<file path="src/bep_pkg.sv">
`default_nettype none
package bep_pkg;

    localparam int COORD_W   = 32;
    localparam int COEF_W    = 40;
    localparam int NORM_BITS = 30;
    localparam int NORM_W    = NORM_BITS + 1;
    localparam int PROD_W    = 2 * NORM_W;
    localparam int DISC_W    = 64;
    localparam int ROOT_W    = 32;
    localparam int TFRAC     = 30;
    localparam int T_W       = TFRAC + 1;
    localparam int PT_W      = COORD_W + 2;
    localparam int LPROD_W   = PT_W + T_W + 1;
    localparam int MAX_ROOTS = 4;
    localparam int LERP_N    = 6;
    localparam int THR_W     = 16;
    localparam int IN_DATA_W = 8 * COORD_W;
    localparam int OUT_DATA_W = 2 * COORD_W;

    localparam logic [1:0] KIND_LINE      = 2'd0;
    localparam logic [1:0] KIND_CUBIC     = 2'd2;
    localparam logic [1:0] KIND_CUBIC_ALT = 2'd3;

    typedef enum logic [1:0] {
        SRC_START = 2'd0,
        SRC_END   = 2'd1,
        SRC_XEXT  = 2'd2,
        SRC_YEXT  = 2'd3
    } src_t;

    typedef struct packed {
        logic signed [COEF_W-1:0] a;
        logic signed [COEF_W-1:0] b;
        logic signed [COEF_W-1:0] c;
    } coef_t;

    typedef struct packed {
        logic                     line;
        logic                     cubic;
        logic [3:0][COORD_W-1:0]  px;
        logic [3:0][COORD_W-1:0]  py;
        coef_t                    cx;
        coef_t                    cy;
    } item_t;

    typedef struct packed {
        logic done;
        logic ok;
    } div_status_t;

    typedef enum logic [3:0] {
        ST_IDLE,
        ST_COEF,
        ST_MULT,
        ST_DISC,
        ST_SQRT,
        ST_QUOT,
        ST_DIV1,
        ST_DIV2,
        ST_DIV_ONE,
        ST_EMIT,
        ST_EVAL_MUL,
        ST_EVAL_ADD,
        ST_PUSH
    } back_state_t;

    function automatic logic [COEF_W-1:0] coef_mag(input logic signed [COEF_W-1:0] v);
        coef_mag = v[COEF_W-1] ? $unsigned(-v) : $unsigned(v);
    endfunction

endpackage
`default_nettype wire

</file>
<file path="src/bep_front.sv">
`default_nettype none
module bep_front
    import bep_pkg::*;
(
    input  wire logic [IN_DATA_W-1:0] s_axis_tdata,
    input  wire logic [1:0]           s_axis_tuser,
    input  wire logic                 s_axis_tvalid,
    output logic                      s_axis_tready,
    input  wire logic                 q_full,
    output logic                      q_push,
    output item_t                     q_item
);

    // Derivative coefficients from the points raised to cubic form and scaled by 3.
    function automatic coef_t axis_coefs(input logic [3:0][COORD_W-1:0] p, input logic cubic);
        logic signed [COEF_W-1:0] e0, e1, e2, e3, s0, s1, s2, s3, d12;
        coef_t r;
        e0 = COEF_W'($signed(p[0]));
        e1 = COEF_W'($signed(p[1]));
        e2 = COEF_W'($signed(p[2]));
        e3 = COEF_W'($signed(p[3]));
        s0 = (e0 <<< 1) + e0;
        s3 = (e3 <<< 1) + e3;
        if (cubic)
        begin
            s1 = (e1 <<< 1) + e1;
            s2 = (e2 <<< 1) + e2;
        end
        else
        begin
            s1 = e0 + (e1 <<< 1);
            s2 = (e1 <<< 1) + e3;
        end
        d12 = s1 - s2;
        r.a = s3 - s0 + (d12 <<< 1) + d12;
        r.b = (s0 - (s1 <<< 1) + s2) <<< 1;
        r.c = s1 - s0;
        axis_coefs = r;
    endfunction

    logic                    cubic;
    logic [3:0][COORD_W-1:0] px;
    logic [3:0][COORD_W-1:0] py;

    always_comb
    begin
        // Kind three is handled as a cubic.
        cubic = (s_axis_tuser == KIND_CUBIC) || (s_axis_tuser == KIND_CUBIC_ALT);
        px[0] = s_axis_tdata[0*COORD_W +: COORD_W];
        py[0] = s_axis_tdata[1*COORD_W +: COORD_W];
        px[1] = s_axis_tdata[2*COORD_W +: COORD_W];
        py[1] = s_axis_tdata[3*COORD_W +: COORD_W];
        px[2] = s_axis_tdata[4*COORD_W +: COORD_W];
        py[2] = s_axis_tdata[5*COORD_W +: COORD_W];
        px[3] = s_axis_tdata[6*COORD_W +: COORD_W];
        py[3] = s_axis_tdata[7*COORD_W +: COORD_W];
        q_item.line  = (s_axis_tuser == KIND_LINE);
        q_item.cubic = cubic;
        q_item.px    = px;
        q_item.py    = py;
        q_item.cx    = axis_coefs(px, cubic);
        q_item.cy    = axis_coefs(py, cubic);
        s_axis_tready = !q_full;
        q_push = s_axis_tvalid && !q_full;
    end

endmodule
`default_nettype wire

</file>
<file path="config.mk">
export PLATFORM = sky130hd
export DESIGN_NAME = bep_front
export DESIGN_NICKNAME = d
export VERILOG_FILES = /design/src/bep_pkg.sv /design/src/bep_front.sv
export SDC_FILE = /design/constraint.sdc
export NUM_CORES = 2
export LEC_CHECK = 0
export BUFFER_PORTS_ARGS = -buffer_cell sky130_fd_sc_hd__clkbuf_2
export CAP_MARGIN = 40
export CORE_AREA = 2 2 297 299
export DETAILED_ROUTE_END_ITERATION = 6
export DIE_AREA = 0 0 299 301
export PLACE_DENSITY = 0.75
export SLEW_MARGIN = 10
export SYNTH_ARGS = -nofsm -noshare
export SYNTH_HDL_FRONTEND = slang
export SYNTH_SLANG_ARGS = --single-unit
</file>
<file path="constraint.sdc">
create_clock -name vclk -period 27.4
set_clock_uncertainty 0.1 [all_clocks]
set_input_delay 2.74 -clock vclk [all_inputs]
set_output_delay 2.74 -clock vclk [all_outputs]
set_load 0.02 [all_outputs]
</file>
# Yosys cells after proc, flatten, opt, wreduce, memory -nomap -nowiden
# Cells that the tools add are included.
# Widths: inputs -> output; s select.
word_totals:
  ff_bits: 0
  inputBits: 260
  elab_cells: 36
classes:
  n_addsub: 26
  eq_ne: 2
  muxes: 4
  reduce_logical: 4
ops:
  columns: ["op", "n"]
  rows:
  - ["$add 33x32->34", 10]
  - ["$mux 40", 4]
  - ["$add 40x40->40", 3]
  - ["$sub 40x34->40", 2]
  - ["$sub 40x40->40", 2]
  - ["$add 39x39->39", 2]
  - ["$sub 34x39->39", 2]
  - ["$sub 34x34->35", 2]
  - ["$add 32x33->34", 2]
  - ["$add 35x40->40", 1]
  - ["$eq 2x2->1 const B", 2]
  - ["$logic_not 2->1", 1]
  - ["$logic_and 1x1->1", 1]
  - ["$logic_not 1->1", 1]
  - ["$logic_or 1x1->1", 1]

# Depth between registers and ports, before layout
depth:
  depth_word: 6
  depth_mapped: 46
  depth_no_buf: 42

# Worst setup path before layout
# OpenSTA, ideal clock, no wires.
synth_path:
  path_kind: "input-to-output"
  start: "input s_axis_tuser[1]"
  end: "output q_item[239] (netlist name)"
  arrival_ns: 11.764
  required_time_ns: 24.560
  path_slack_ns: 12.796
  stages: 43
  path_buffers: 5
  path_cell_list: "clkbuf_8 clkbuf_1 clkbuf_1 clkbuf_1 mux2_2 ha_1 fa_1 a211oi_1 o21ai_0 nand4_1 a21oi_1 o31a_1 o21ai_0 a21boi_0 o21a_1 o311a_1 nor3_1 xnor2_1 [7 not listed] xor2_1 fa_1 fa_1 inv_1 ha_1 ha_1 clkbuf_1 a21oi_1 o21bai_1 a21o_1 a21oi_1 nor2b_1 o21ai_0 nand2b_1 a31oi_1 xnor2_1 xnor2_1 xnor2_1"
synth_lines:
  columns: ["item", "line_no", "source"]
  rows:
  - ["start: declaration", "bep_front.sv:6", "input wire logic [1:0] s_axis_tuser,"]
  - ["end: declaration", "bep_front.sv:11", "output item_t q_item"]

==> reports/qor.csv <==
stage;metric;value;unit
status;status;complete, no violations;
synthesis;sequential area share after synthesis;0;%
routing;Post-Route WL;123000;µm
die;starting density of the core;42.3;%
sta;final setup violation count;0;
routing;via count;35922;
worst_setup_path;Worst setup EP type;output pin;
clocking;post-CTS sizing;0;
die;Die W;299;µm
worst_setup_path;critical path type;in2out;
sta;slew margin rel.;33.4;%
sta;final hold violation count;0;
worst_setup_path;Worst path slowest cell;fa_1;
layout;Nets;6304;
sta;period utilization;55.6;%
clocking;hold-fix buffers at CTS;0;
layout;FF/Latch Area;0;µm²
grt;vias in the first global route;35200;
layout;most common cell after layout, fill and taps aside;clkbuf_2;
routing;routed length on met2;60500;µm
die;Die Span Y;301;µm
worst_setup_path;Worst EP required;24.56;ns
grt;gr ovfl total;0;
sta;Slew Limit Fails;0;
layout;Layout area overhead;8.74;%
layout;share of cells above drive strength 1;17.3;%
die;FP Rows;108;
routing;DR vias/cell;5.64;
routing;DRC Markers;0;
synthesis;yosys warns;0;
sta;worst slew pin tran;0.974;ns
sta;RSZ-0062 raised after global routing;no;
placement;IO Port Bufs;758;
sta;Max Freq;0.0656;GHz
grt;GRT Overall Usage;26.2;%
routing;wire length per cell;19.4;µm
worst_setup_path;crit-path max cell delay;0.53;ns
layout;commonest cells after routing, fill and taps aside;clkbuf_2 (757), ha_1 (580), inv_1 (522);
grt;antenna violations before repair;5;
clocking;Setup Buffers After CTS;0;
routing;top layer in use;met5;
die;area of the core;0.0865;mm²
worst_setup_path;CP top delay family;compound AO/OA/AOI/OAI gates;
synthesis;Yosys cell types;93;
layout;Clock Buffer Count;0;
run;Max Cap Viol;0;
sta;fin crit period;15.24;ns
worst_setup_path;Worst Path Arrival;12.40;ns
die;Die ar.;0.0900;mm²
routing;M1 WL;51900;µm
grt;largest net degree at the start of global routing;102;
synthesis;Post-Syn Area;0.0366;mm²
routing;remaining antenna violation count;0;
grt;first-pass GRT wire length;189000;µm
hold_path;Worst Hold Class;in2out;
routing;met3 wire length;7240;µm
worst_setup_path;Bufs and invs on worst path;4;
placement;Placer Congestion;0.954;
worst_setup_path;worst-path fanout max;75;
synthesis;Mean Syn Cell Area;7.71;µm²
routing;drt first pass iters;5;
sta;setup TNS;0;ns
worst_setup_path;type of origin of the critical path;input pin;
layout;Seq cells;0;
die;Top-Level Pins;760;
synthesis;synthesized instance count;4741;
placement;HPWL Detailed;111000;µm
routing;detailed router's first-iteration violation count;2198;
==> routing by layer <==
metal / global-route usage (%) / vias up
li1: - / 17483
met1: 33.7 / 17108
met2: 47.5 / 1163
met3: 1.60 / 166
met4: 6.36 / 2
met5: 0 / -
==> through the flow <==
stage,cell area (µm²),util (%),cells,setup WS (ns),hold slack [ns]
after global placement,39700,45.9,6357,12.38,5.64
after global routing,39700,46.0,6363,11.49,5.66
final,39700,46.0,6365,12.16,5.64
after CTS,39700,45.9,6361,12.20,5.64
after detailed placement,39700,45.9,6361,12.23,5.64
after floorplan,36600,-,4742,12.80,5.46
==> worst paths after layout <==
path / from / endpoint / slack, ns / depth (start not counted)
setup / recovery: s_axis_tuser[1] / q_item[239] / 12.16 / 40
hold / removal: s_axis_tuser[0] / q_item[497] / 5.64 / 3
==> synthesized netlist by cell type (all sizes together) (35+ instances only) <==
cell type / n / area share, %
nor2b: 84 / 1.4
a31oi: 43 / 0.74
nand3: 75 / 1.0
a211oi: 47 / 0.98
ha: 580 / 20
nand2b: 92 / 1.6
o21ai: 272 / 3.8
a21oi: 417 / 5.7
xnor2: 343 / 8.2
xor2: 160 / 3.8
nor3: 81 / 1.1
o21bai: 67 / 1.4
buf: 271 / 5.5
nor2: 294 / 3.0
fa: 256 / 14
or3: 35 / 0.60
inv: 523 / 5.4
mux2: 80 / 2.5
nand2: 214 / 2.2
a21o: 220 / 4.5
o21a: 117 / 2.4
==> area by class of cell <==
cell class         instances  area, µm²
multi-input cells       3917      32500
inverters                523       1960
diodes                     4       10.0
well taps               1155       1450
fillers                 8811      46700
repair buffers           766       3860
==> kinds of logic after synthesis <==
family,Yosys count,share of synthesized area [%]
AO/OA/AOI/OAI,1452,26.1
AND/OR/NAND/NOR,1029,13.9
adder cells (fa/ha/maj),837,33.9
buffers and inverters,825,11.2
XOR/XNOR,504,12.1
multiplexers,93,2.82
other,1,0.0103
Power is not shown: default switching activity piles up to over one toggle a cycle in this logic, so the estimate is an artifact.
