File: config.mk
export PLATFORM = sky130hd
export DESIGN_NAME = bep_queue
export DESIGN_NICKNAME = d
export VERILOG_FILES = /design/src/bep_pkg.sv /design/src/bep_queue.sv
export SDC_FILE = /design/constraint.sdc
export NUM_CORES = 1
export LEC_CHECK = 0
export BUFFER_PORTS_ARGS = -buffer_cell sky130_fd_sc_hd__buf_4
export CAP_MARGIN = 15
export CORE_AREA = 2 2 392 394
export CTS_CLUSTER_DIAMETER = 150
export DETAILED_ROUTE_END_ITERATION = 16
export DIE_AREA = 0 0 394 396
export SETUP_SLACK_MARGIN = 0.15
export SYNTH_ARGS = -nofsm -noshare
export SYNTH_HDL_FRONTEND = slang
export SYNTH_SLANG_ARGS = --single-unit
File: constraint.sdc
create_clock -name clk -period 24.9 [get_ports clk]
set_input_delay 2.49 -clock clk [delete_from_list [all_inputs] [get_ports clk]]
set_output_delay 2.49 -clock clk [all_outputs]
set_load 0.02 [all_outputs]
File: src/bep_pkg.sv
`default_nettype none
package bep_pkg;

    localparam int COORD_W   = 32;
    localparam int COEF_W    = 40;
    localparam int NORM_BITS = 30;
    localparam int NORM_W    = NORM_BITS + 1;
    localparam int PROD_W    = 2 * NORM_W;
    localparam int DISC_W    = 64;
    localparam int ROOT_W    = 32;
    localparam int TFRAC     = 30;
    localparam int T_W       = TFRAC + 1;
    localparam int PT_W      = COORD_W + 2;
    localparam int LPROD_W   = PT_W + T_W + 1;
    localparam int MAX_ROOTS = 4;
    localparam int LERP_N    = 6;
    localparam int THR_W     = 16;
    localparam int IN_DATA_W = 8 * COORD_W;
    localparam int OUT_DATA_W = 2 * COORD_W;

    localparam logic [1:0] KIND_LINE      = 2'd0;
    localparam logic [1:0] KIND_CUBIC     = 2'd2;
    localparam logic [1:0] KIND_CUBIC_ALT = 2'd3;

    typedef enum logic [1:0] {
        SRC_START = 2'd0,
        SRC_END   = 2'd1,
        SRC_XEXT  = 2'd2,
        SRC_YEXT  = 2'd3
    } src_t;

    typedef struct packed {
        logic signed [COEF_W-1:0] a;
        logic signed [COEF_W-1:0] b;
        logic signed [COEF_W-1:0] c;
    } coef_t;

    typedef struct packed {
        logic                     line;
        logic                     cubic;
        logic [3:0][COORD_W-1:0]  px;
        logic [3:0][COORD_W-1:0]  py;
        coef_t                    cx;
        coef_t                    cy;
    } item_t;

    typedef struct packed {
        logic done;
        logic ok;
    } div_status_t;

    typedef enum logic [3:0] {
        ST_IDLE,
        ST_COEF,
        ST_MULT,
        ST_DISC,
        ST_SQRT,
        ST_QUOT,
        ST_DIV1,
        ST_DIV2,
        ST_DIV_ONE,
        ST_EMIT,
        ST_EVAL_MUL,
        ST_EVAL_ADD,
        ST_PUSH
    } back_state_t;

    function automatic logic [COEF_W-1:0] coef_mag(input logic signed [COEF_W-1:0] v);
        coef_mag = v[COEF_W-1] ? $unsigned(-v) : $unsigned(v);
    endfunction

endpackage
`default_nettype wire

File: src/bep_queue.sv
`default_nettype none
module bep_queue
    import bep_pkg::*;
(
    input  wire logic  clk,
    input  wire logic  rst_n,
    input  wire logic  push,
    input  wire item_t push_item,
    output logic       full,
    input  wire logic  pop,
    output item_t      head,
    output logic       valid
);

    item_t      mem_reg [2];
    logic       wptr_reg;
    logic       rptr_reg;
    logic [1:0] count_reg;
    logic [1:0] count_next;

    always_comb
    begin
        full  = (count_reg == 2'd2);
        valid = (count_reg != 2'd0);
        head  = mem_reg[rptr_reg];
        count_next = count_reg + 2'(push) - 2'(pop);
    end

    always_ff @(posedge clk or negedge rst_n)
    begin
        if (!rst_n)
        begin
            wptr_reg  <= 1'b0;
            rptr_reg  <= 1'b0;
            count_reg <= 2'd0;
        end
        else
        begin
            if (push)
                wptr_reg <= !wptr_reg;
            if (pop)
                rptr_reg <= !rptr_reg;
            count_reg <= count_next;
        end
    end

    always_ff @(posedge clk)
    begin
        if (push)
            mem_reg[wptr_reg] <= push_item;
    end

endmodule
`default_nettype wire

# Word-level counts from Yosys, hierarchy flattened
# Memories as Yosys holds them, arrays and structs flattened.
# Index checks and enable logic that the tools add are counted.
# Widths: inputs -> output; s select.
[word_totals]
reg_bits = 4
mem_bits_rw = 996
inputBits = 502
output_inout_bits = 500
mem_count = 1
[mem_list]
columns = ["name", "words", "width", "rd", "rd_clocked_by_memory_dff", "write_ports", "line_no", "text"]
rows = [
  ["mem_reg", 2, 498, 1, 0, 1, "bep_queue.sv:15", "item_t mem_reg [2];"],
]
[op_classes]
add_sub_neg = 2
eq_ne = 1
muxes = 2
reduce_logical = 3
[op_table]
columns = ["op", "n"]
rows = [
  ["$add 2x1->2", 1],
  ["$eq 2x2->1 const B", 1],
  ["$logic_not 1->1", 2],
  ["$mux 1", 2],
  ["$reduce_bool 2->1", 1],
  ["$sub 2x1->2", 1],
]

# Longest topological paths before layout
# Gate-level depths: netlist of the first run.
[logic_depth]
depth_word = 2
ltp_mapped = 5

# Least setup slack after synthesis of the first run
# No wires, ideal clock.
[synth_timing]
kind = "input -> register"
start = "input port push"
end = "memory mem_reg[0][0] in the netlist's numbering, enable pin"
setup_ns = 1.430
arrival_time_ns = 23.842
required_time_ns = 23.470
setup_slack_ns = -0.373
stages = 1
n_path_buf = 0
cell_sequence = "nor2b_1"
[synth_via]
elab_chain_len = 2
[synth_lines]
columns = ["element", "line_no", "text"]
rows = [
  ["start, declared", "bep_queue.sv:7", "input wire logic push,"],
  ["$mux 1", "bep_queue.sv:49", "if (push)"],
  ["$mux 1 (implied by the code)", "bep_queue.sv:50", "mem_reg[wptr_reg] <= push_item;"],
  ["end, declared", "bep_queue.sv:15", ""],
]
# Every way passes these cells.

==> results of run 1 <==
## worst max path at each step
stage | cells after the start | startpoint | endpoint | slack (ns)
2_1_floorplan | 1 | push | mem_reg[0][0] | 9.01
4_1_cts | 5 | rptr_reg | head[408] | 17.62
6_report | 5 | rptr_reg | head[312] | 17.70
5_1_grt | 5 | rptr_reg | head[388] | 17.43
3_5_place_dp | 5 | rptr_reg | head[408] | 18.42
3_3_place_gp | 5 | rptr_reg | head[282] | 18.46
## synthesized netlist by cell type, drive strengths merged
library cell / number
or2: 1
xor3: 1
mux2: 498
inv: 2
ha: 2
buf: 56
and2: 1
xor2: 2
edfxtp: 996
dfrtp: 4
nor2b: 2
## cell families (layout without fill, tap and decap cells)
kind of cell,count (synthesis),in the layout,share of synthesized area (%)
flops,1000,1000,81.2
mux,498,498,17.2
buf+inv,58,1226,1.32
simple gates,4,4,0.0677
xor+xnor,3,3,0.112
fa+ha+maj,2,2,0.0677
other cells,0,18,0
## routing by layer
layer / global-route usage, % / vias to the layer above / share of wire (%)
met5: 0 / - / 0.061
met4: 5.82 / 10 / 3.7
met3: 6.24 / 250 / 10
met2: 24.0 / 875 / 52
met1: 13.7 / 9468 / 35
li1: - / 8468 / -
## per-stage QoR
| step | cells | area, µm² | hold slack (ns) |
|---|---|---|---|
| floorplan | 1565 | 36900 | 0.473 |
| global placement | 4564 | 46700 | 0.530 |
| detailed placement | 4564 | 46700 | 0.542 |
| CTS | 4763 | 50300 | 0.553 |
| global route | 4777 | 50400 | 0.562 |
| finish | 4781 | 50400 | 0.559 |
## area by class of cell
type / instances / share of cell area [%]
timing repair buffer: 1025 / 15.3
inverter: 2 / 0.0149
clock inverter: 73 / 1.50
clock buffer: 126 / 5.63
sequential: 1000 / 59.6
tap: 2030 / 5.04
multi-input combinational: 507 / 12.8
antenna: 18 / 0.0894
## power breakdown
group          internal (mW)  leakage, nW  switching, mW  total, mW
logic                  0.942         7.81           1.19       2.13
registers               2.24         9.39         0.0906       2.33
clock network          0.925         1.73          0.678       1.60
## worst reg2reg max path: stages, from the launching register on
cell,delay (ns)
dfrtp_1,0.43
and2_4,0.75
buf_4,0.70
buf_4,0.83
buf_4,0.67
## placed cells by master (no fill, tap or decap), types with 6 or more instances in the layout
cell / netlist / routed
mux2_2: 298 / 298
inv_6: 0 / 6
clkinv_1: 0 / 21
mux2_4: 200 / 200
edfxtp_1: 996 / 996
diode_2: 0 / 18
clkinvlp_4: 0 / 8
clkbuf_1: 0 / 15
clkbuf_16: 0 / 111
bufinv_16: 0 / 10
buf_4: 21 / 1024
clkinv_2: 0 / 19
==> flow_metrics.tcl, run 1 <==
set metrics [dict create \
    overflow 0 \
    grt_pass1_vias 19900 \
    drt_first_pass_iters 5 \
    seq_area_frac_synth_pct 81.2 \
    startpoint_type "flop" \
    yosys-top-cells-area "edfxtp_1 (81%), mux2_2 (9.1%), mux2_4 (8.1%)" \
    min_from "wptr_reg" \
    fill_cells 14600 \
    rsz0062_at_grt "no" \
    tightest_slew_ns 1.06 \
    clk_latency_ns 0.70 \
    drv_cap 0 \
    track_usage_pct 13.6 \
    grt_max_degree 140 \
    crit_required_ns 22.41 \
    gp_congestion 0.817 \
    finalCritPeriodShare_pct 28.9 \
    ctsHtreeMaxLevel 3 \
    cp-end-kind "primary output" \
    initial_utilization_pct 24.4 \
    drc 0 \
    path_buf_inv 4 \
    drv_slew 0 \
    r2r-start "wptr_reg" \
    portBuffers 1001 \
    multi_input_area_um2 6460 \
    slew_headroom_pct 29.2 \
    ys_types 15 \
    first_iter_violations 966 \
    regToRegEndpoint "mem_reg[1][219]" \
    slowest_delay_ns 0.91 \
    cp_max_fo 60 \
    fin_crit_ns 7.20 \
    synth_area_um2 36900 \
    whs_endpoint "wptr_reg" \
    reg2reg_slack_ns 21.12 \
    post_cts_resized 0 \
    ys_warn_count 0 \
    cts_root_buffer "clkbuf_16" \
    cts_buffers 110 \
    max_freq_mhz 139 \
    hold_viol 0 \
    largest_register_ffs 996 \
    synth.avg_cell_area_um2 23.6 \
    dp_slack_ns 18.42 \
    fin_skew_ns 0.0149 \
    crit_family "buffers and inverters" \
    synthCells 1565 \
    routed_via_density 3.99 \
    drive_gt1_share_pct 61.8 \
    reg2reg_depth 4 \
    die_area_um2 156000 \
    synth.ff_latch_count 1000 \
    utilization_pct 33.2 \
    arrival_ns 4.71 \
    cts_buffer_depth 3 \
    hold_class "flop to flop" \
    timing.critical_path.cells "buf_4, buf_4, buf_4, mux2_4, buf_4" \
    register_area_um2 30000 \
    p_leak_nw 18.9 \
    fin_ws_ns 17.70 \
    critical_path_class "flop to primary output" \
    numClockSinks 1000 \
    wirelength_mm 111 \
    dp_hpwl_mm 84.1 \
    rows 143 \
    finalNetCount 3150 \
    area_growth_pct 36.3 \
    detail-route-antenna-nets 0 \
    antenna_found_initial 63 \
    die_h_um 396 \
    yosysTopAreaCell "edfxtp_1" \
    setup_viol 0 \
    status "completed" \
    critPathSlowestCell "dfrtp_4" \
    clk_pin_slew_ns 0.06 \
    p_per_area_nw_per_um2 120 \
    grt_pass1_wl_mm 149 \
    ctsHoldBuffers 0 \
    timing.setup.tns_ns 0 \
    core_um2 152000 \
    num_vias 19100 \
    synth_nets 2069 \
    finalPower_mw 6.06 \
    ir_drop_mv 0.0599 \
    fp.dieW_um 394 \
    cts_setup_buffers 0 \
    avgRoutedWirePerCell_um 23.2 \
    cts_tree "done" \
    synth_top_area_share_pct 81.0 \
    hold-path-cell-count 1 \
    ioPinCount 1002 \
    crit_top_cell "buf_4" \
]
No activity file was read; power rests on OpenSTA's default activity.
==> inputs of run 2 (changes only) <==
ABC_AREA = 1   (was default)
CORE_AREA = 2 2 393 395   (was 2 2 392 394)
DIE_AREA = 0 0 395 397   (was 0 0 394 396)
clock period = 7.05 ns   (was 24.9 ns; I/O delays follow)
==> run 2 against run 1 <==
Against the previous run: final cell count grew 21%; utilization shrank 0.35 points; routed wire length shrank 7.9%; via count grew 19%; die area grew 0.51%; first-iteration DRC count grew 46%; cell area shrank 0.13%; synthesized cell count grew 68%; global-route usage shrank 1.1 points; setup slack lost 15 ns; non-clock buffer count grew 4; combinational power grew to 3.7 times the previous value.
==> flow_metrics.tcl, run 2 <==
set metrics [dict create \
    status "completed" \
    hold_viol 0 \
    ys_warn_count 0 \
    p_leak_nw 20.6 \
    ioPinCount 1002 \
    synth.avg_cell_area_um2 14.2 \
    avgRoutedWirePerCell_um 17.6 \
    timing.setup.tns_ns 0 \
    tightest_slew_ns 1.13 \
    rows 144 \
    drt_first_pass_iters 7 \
    utilization_pct 32.9 \
    num_vias 22700 \
    ctsHtreeMaxLevel 3 \
    cts_setup_buffers 0 \
    p_per_area_nw_per_um2 425 \
    startpoint_type "flop" \
    fp.dieW_um 395 \
    area_growth_pct 34.5 \
    r2r-start "wptr_reg" \
    routed_via_density 3.91 \
    fin_crit_ns 4.13 \
    ir_drop_mv 0.331 \
    wirelength_mm 102 \
    drive_gt1_share_pct 33.0 \
    yosysTopAreaCell "edfxtp_1" \
    grt_pass1_wl_mm 144 \
    fin_skew_ns 0.0351 \
    drv_slew 0 \
    synthFlopType "edfxtp_1" \
    min_from "pop" \
    drc 0 \
    rsz0062_at_grt "no" \
    reg2reg_slack_ns 4.15 \
    critical_path_class "flop to primary output" \
    cp_max_fo 90 \
    crit_required_ns 6.34 \
    synth_nets 3130 \
    final_cell_mix "buf_4 (1017), edfxtp_1 (996), inv_1 (503)" \
    regToRegEndpoint "mem_reg[1][366]" \
    cts_tree "done" \
    overflow 0 \
    setup_viol 0 \
    die_area_um2 157000 \
    grt_pass1_vias 21800 \
    hold-path-cell-count 2 \
    first_iter_violations 1409 \
    dp_hpwl_mm 74.1 \
    finalPower_mw 21.4 \
    cts_root_buffer "clkbuf_16" \
    ys_types 18 \
    drv_cap 0 \
    die_h_um 397 \
    portBuffers 1001 \
    clk_pin_slew_ns 0.06 \
    synth_enable_flop_cells 996 \
    synth_area_um2 37400 \
    synth_common_cells "edfxtp_1 (996), inv_1 (505), nand2_1 (475)" \
    yosys-top-cells-area "edfxtp_1 (80%), inv_1 (5.1%), nand2_1 (4.8%)" \
    finalCritPeriodShare_pct 58.6 \
    seq_area_frac_synth_pct 80.3 \
    synth.ff_latch_count 1000 \
    layout_commonest_cell "buf_4" \
    post_cts_resized 0 \
    synthArstFlopShare_pct 0.400 \
    postLayoutCellArea_um2 50300 \
    cts_buffer_depth 3 \
    placed_area_um2 47000 \
    arrival_ns 3.42 \
    slew_headroom_pct 24.9 \
    grt_max_degree 142 \
    detail-route-antenna-nets 0 \
    synth_top_area_share_pct 80.0 \
    initial_utilization_pct 24.4 \
    synthCells 2626 \
    cp-end-kind "primary output" \
    yosysMostFrequentCell "edfxtp_1" \
    antenna_found_initial 13 \
    max_freq_mhz 242 \
    largest_register_ffs 996 \
    track_usage_pct 12.5 \
    cts_buffers 106 \
    hold_class "input port to flop" \
    finalNetCount 4156 \
    clk_latency_ns 0.70 \
    numClockSinks 1000 \
    gp_congestion 0.879 \
    whs_endpoint "rptr_reg" \
    core_um2 153000 \
    reg2reg_depth 4 \
]
## run 2: cell types whose count changed after synthesis, sizes merged
cell | before | now
o21ai | 0 | 498
nand2 | 0 | 505
xor3 | 1 | 0
or2 | 1 | 0
inv | 2 | 505
nor2 | 0 | 2
mux2 | 498 | 0
clkbuf | 0 | 39
nand3 | 0 | 1
buf | 56 | 72
nor2b | 2 | 0
and2 | 1 | 0
## run 2: final cells by class
| class | count | area (µm²) |
|---|---|---|
| Fill cell | 15000 | 103000 |
| Inverter | 505 | 1910 |
| Sequential cell | 1000 | 30000 |
| Multi-Input combinational cell | 1010 | 4650 |
| Antenna cell | 9 | 22.5 |
| Clock buffer | 139 | 2800 |
| Timing Repair Buffer | 1029 | 7870 |
| Clock inverter | 56 | 477 |
| Tap cell | 2044 | 2560 |
## run 2: logic make-up (layout without fill, tap and decap cells)
group / count (synthesis) / in the layout / share of synthesized area [%]
simple gates: 508 / 508 / 5.30
compound gates: 498 / 498 / 6.97
other cells: 0 / 9 / 0
xor+xnor: 2 / 2 / 0.0469
fa+ha+maj: 2 / 2 / 0.0669
buf+inv: 616 / 1729 / 7.35
flops: 1000 / 1000 / 80.3
## run 2: worst max path at each step
stage | start | to | slack (ns) | depth (start not counted)
after floorplan | push | mem_reg[1][0] | -1.59 | 2
after global placement | rptr_reg | head[65] | 3.69 | 4
final | rptr_reg | head[65] | 2.92 | 4
after detailed placement | rptr_reg | head[291] | 3.63 | 4
after global routing | rptr_reg | head[299] | 2.63 | 4
after CTS | rptr_reg | head[65] | 2.81 | 4
## run 2: metrics by stage
stage               std cells  hold slack (ns)  worst slack (ns)
CTS                      5783           0.0758              2.81
global placement         5587            0.515              3.69
detailed placement       5587            0.516              3.63
global route             5791            0.103              2.63
floorplan                2626            0.409             -1.59
finish                   5792            0.177              2.92
## run 2: repair_timing
action,4_1_cts,5_1_grt
endpoints found under the hold margin,4,0
endpoints found under the setup margin,0,0
hold buffers,1,0
## run 2: worst max-delay path: stages, from the launching register on
cell and delay [ns]:
dfrtp_4 1.05, buf_12 0.38, buf_4 0.51, o21ai_0 0.38, buf_4 0.27
## run 2: report_power, final
part	leakage, nW	internal (mW)	total, mW	switching [mW]
clock	1.58	2.95	5.25	2.30
sequential	9.39	7.89	8.22	0.325
combinational	9.59	2.71	7.91	5.20
## run 2: layer usage
metal  track usage, %  vias to the layer above  part of all wire, %
met5                0                        -                0.017
met4             5.01                        2                  2.8
met3             4.24                      160                  8.3
met2             21.5                      773                   51
met1             14.1                    10700                   38
li1                 -                    11000                    -
==> inputs of run 3 (changes only) <==
clock period = 4.2 ns   (was 7.05 ns; I/O delays follow)
==> run 3 against run 2 <==
Against the previous run: setup slack lost 2.1 ns; global-route usage is 0.60 points higher; via count increased by 11%; routed wire length up 5.0%; clock skew shrank 0.0077 ns; utilization increased by 3.4 points; sequential power up 67%; combinational power rose by 78%; first-iteration DRC count up 16%; non-clock buffer count grew 521; critical path depth shrank 1; count of clock-buffer cells in the layout down 13; largest cell class unchanged.
==> flow_metrics.tcl, run 3 (synthesis gave the netlist of run 2 again) <==
set metrics [dict create \
    status "completed" \
    rows 144 \
    postLayoutCellArea_um2 55500 \
    antenna_found_initial 21 \
    fin_skew_ns 0.0274 \
    ctsHtreeMaxLevel 3 \
    crit_required_ns 3.78 \
    hold_class "input port to flop" \
    layout_commonest_cell "buf_4" \
    cts_buffers 105 \
    timing.critical_path.cells "buf_12, o21ai_0, buf_4" \
    hold-path-cell-count 1 \
    die_area_um2 157000 \
    grt_pass1_vias 25000 \
    cp-end-kind "primary output" \
    drive_gt1_share_pct 29.7 \
    ir_drop_mv 0.503 \
    routed_via_density 3.99 \
    min_from "push_item[271]" \
    critPathSlowestCell "dfrtp_4" \
    core_um2 153000 \
    die_h_um 397 \
    finalCritPeriodShare_pct 80.4 \
    drc 0 \
    cp_max_fo 172 \
    fp.dieW_um 395 \
    slowest_delay_ns 0.93 \
    area_growth_pct 48.4 \
    drv_cap 0 \
    detail-route-antenna-nets 0 \
    max_freq_mhz 296 \
    p_int_mw 23.1 \
    power.share.switching_pct 36.8 \
    grt_pass1_wl_mm 154 \
    slew_headroom_pct 26.7 \
    overflow 0 \
    whs_endpoint "mem_reg[1][271]" \
    fill_cells 14600 \
    cts_buffer_depth 3 \
    reg2reg_slack_ns 1.54 \
    largest_register_ffs 996 \
    avgRoutedWirePerCell_um 17.0 \
    tightest_slew_ns 1.10 \
    first_iter_violations 1629 \
    finalNetCount 4676 \
    fin_crit_ns 3.38 \
    rsz0062_at_grt "no" \
    numClockSinks 1000 \
    clkPwrFrac_pct 24.1 \
    p_leak_nw 22.8 \
    hold_viol 0 \
    num_vias 25200 \
    cts_tree "done" \
    startpoint_type "flop" \
    drt_first_pass_iters 5 \
    gp_congestion 0.848 \
    seq_power_share_pct 37.5 \
    utilization_pct 36.3 \
    clk_pin_slew_ns 0.06 \
    cts_root_buffer "clkbuf_16" \
    portBuffers 1001 \
    grt_max_degree 173 \
    wirelength_mm 107 \
    initial_utilization_pct 24.4 \
    arrival_ns 2.96 \
    power_switching_mw 13.5 \
    dp_hpwl_mm 74.9 \
    p_per_area_nw_per_um2 660 \
    clk_latency_ns 0.69 \
    final_cell_mix "buf_4 (1033), edfxtp_1 (996), inv_1 (503)" \
    drv_slew 0 \
    placed_area_um2 47200 \
    track_usage_pct 13.1 \
    pwr-share-comb_pct 38.5 \
    setup_viol 0 \
    ioPinCount 1002 \
    post_cts_resized 0 \
    r2r-start "wptr_reg" \
    critical_path_class "flop to primary output" \
    regToRegEndpoint "mem_reg[1][79]" \
    reg2reg_depth 4 \
]
[run 3: cell count changes in the layout (fill, tap and decap cells not counted), sizes merged]
cell / delta
clkbuf: -13
buf: +22
clkinv: +9
dlygate4sd3: +499
diode: -1
clkinvlp: -1
inv: +1
[run 3: worst max-delay path, delay by kind of cell, from the launching register on]
family	cells	cell delay, ns
DFF	1	0.93
buffers and inverters	2	0.74
AOI/OAI and AO/OA	1	0.37
[run 3: cell type report]
class / count / area (µm²) / share of cell area [%]
diodes: 8 / 20.0 / 0.0361
clock buffers: 126 / 2730 / 4.91
clock inverters: 65 / 544 / 0.981
inverters: 505 / 1900 / 3.42
multi-input cells: 1010 / 4640 / 8.36
flip-flops and latches: 1000 / 30000 / 54.1
well taps: 2044 / 2560 / 4.61
repair buffers: 1550 / 13100 / 23.6
[run 3: metal layers]
layer / part of all wire (%) / GRT usage, % / vias to the layer above / wire, µm
li1: - / - / 12000 / -
met1: 39 / 15.4 / 12100 / 41700
met2: 49 / 22.1 / 921 / 52800
met3: 8.5 / 3.93 / 185 / 9110
met4: 3.4 / 5.54 / 4 / 3620
met5: 0.025 / 0 / - / 27
[run 3: power groups by stage]
stage          Sequential, mW  Combinational [mW]  Clock (mW)
2_1_floorplan            14.4                7.73           0
3_3_place_gp             13.9                13.7           0
3_5_place_dp             13.9                13.8           0
4_1_cts                  13.7                14.3        9.03
5_1_grt                  13.9                15.1        9.41
6_report                 13.7                14.1        8.81
[run 3: repair_timing]
item                       CTS  global route
hold buffers               500             0
buffers inserted             0             0
hold endpoints to repair  1001             0
[run 3: how the worst max path moves through the flow]
stage | cells past startpoint | startpoint | slack, ns | to
final | 3 | rptr_reg | 0.82 | head[353]
after global routing | 3 | rptr_reg | 0.57 | head[354]
after CTS | 3 | rptr_reg | 0.70 | head[354]
after detailed placement | 5 | push | 1.51 | mem_reg[1][458]
after global placement | 5 | push | 1.48 | mem_reg[1][458]
after floorplan | 2 | wptr_reg | -4.18 | mem_reg[1][0]
[run 3: metrics by stage]
stage	total power, mW	hold slack, ns	worst slack, ns	instances	TNS [ns]
6_report	36.6	0.104	0.825	6308	0
4_1_cts	37.0	0.0345	0.697	6300	0
2_1_floorplan	22.1	0.124	-4.18	2626	-4086.84
3_5_place_dp	27.7	0.238	1.51	5609	0
5_1_grt	38.4	0.0532	0.569	6305	0
3_3_place_gp	27.6	0.238	1.48	5609	0
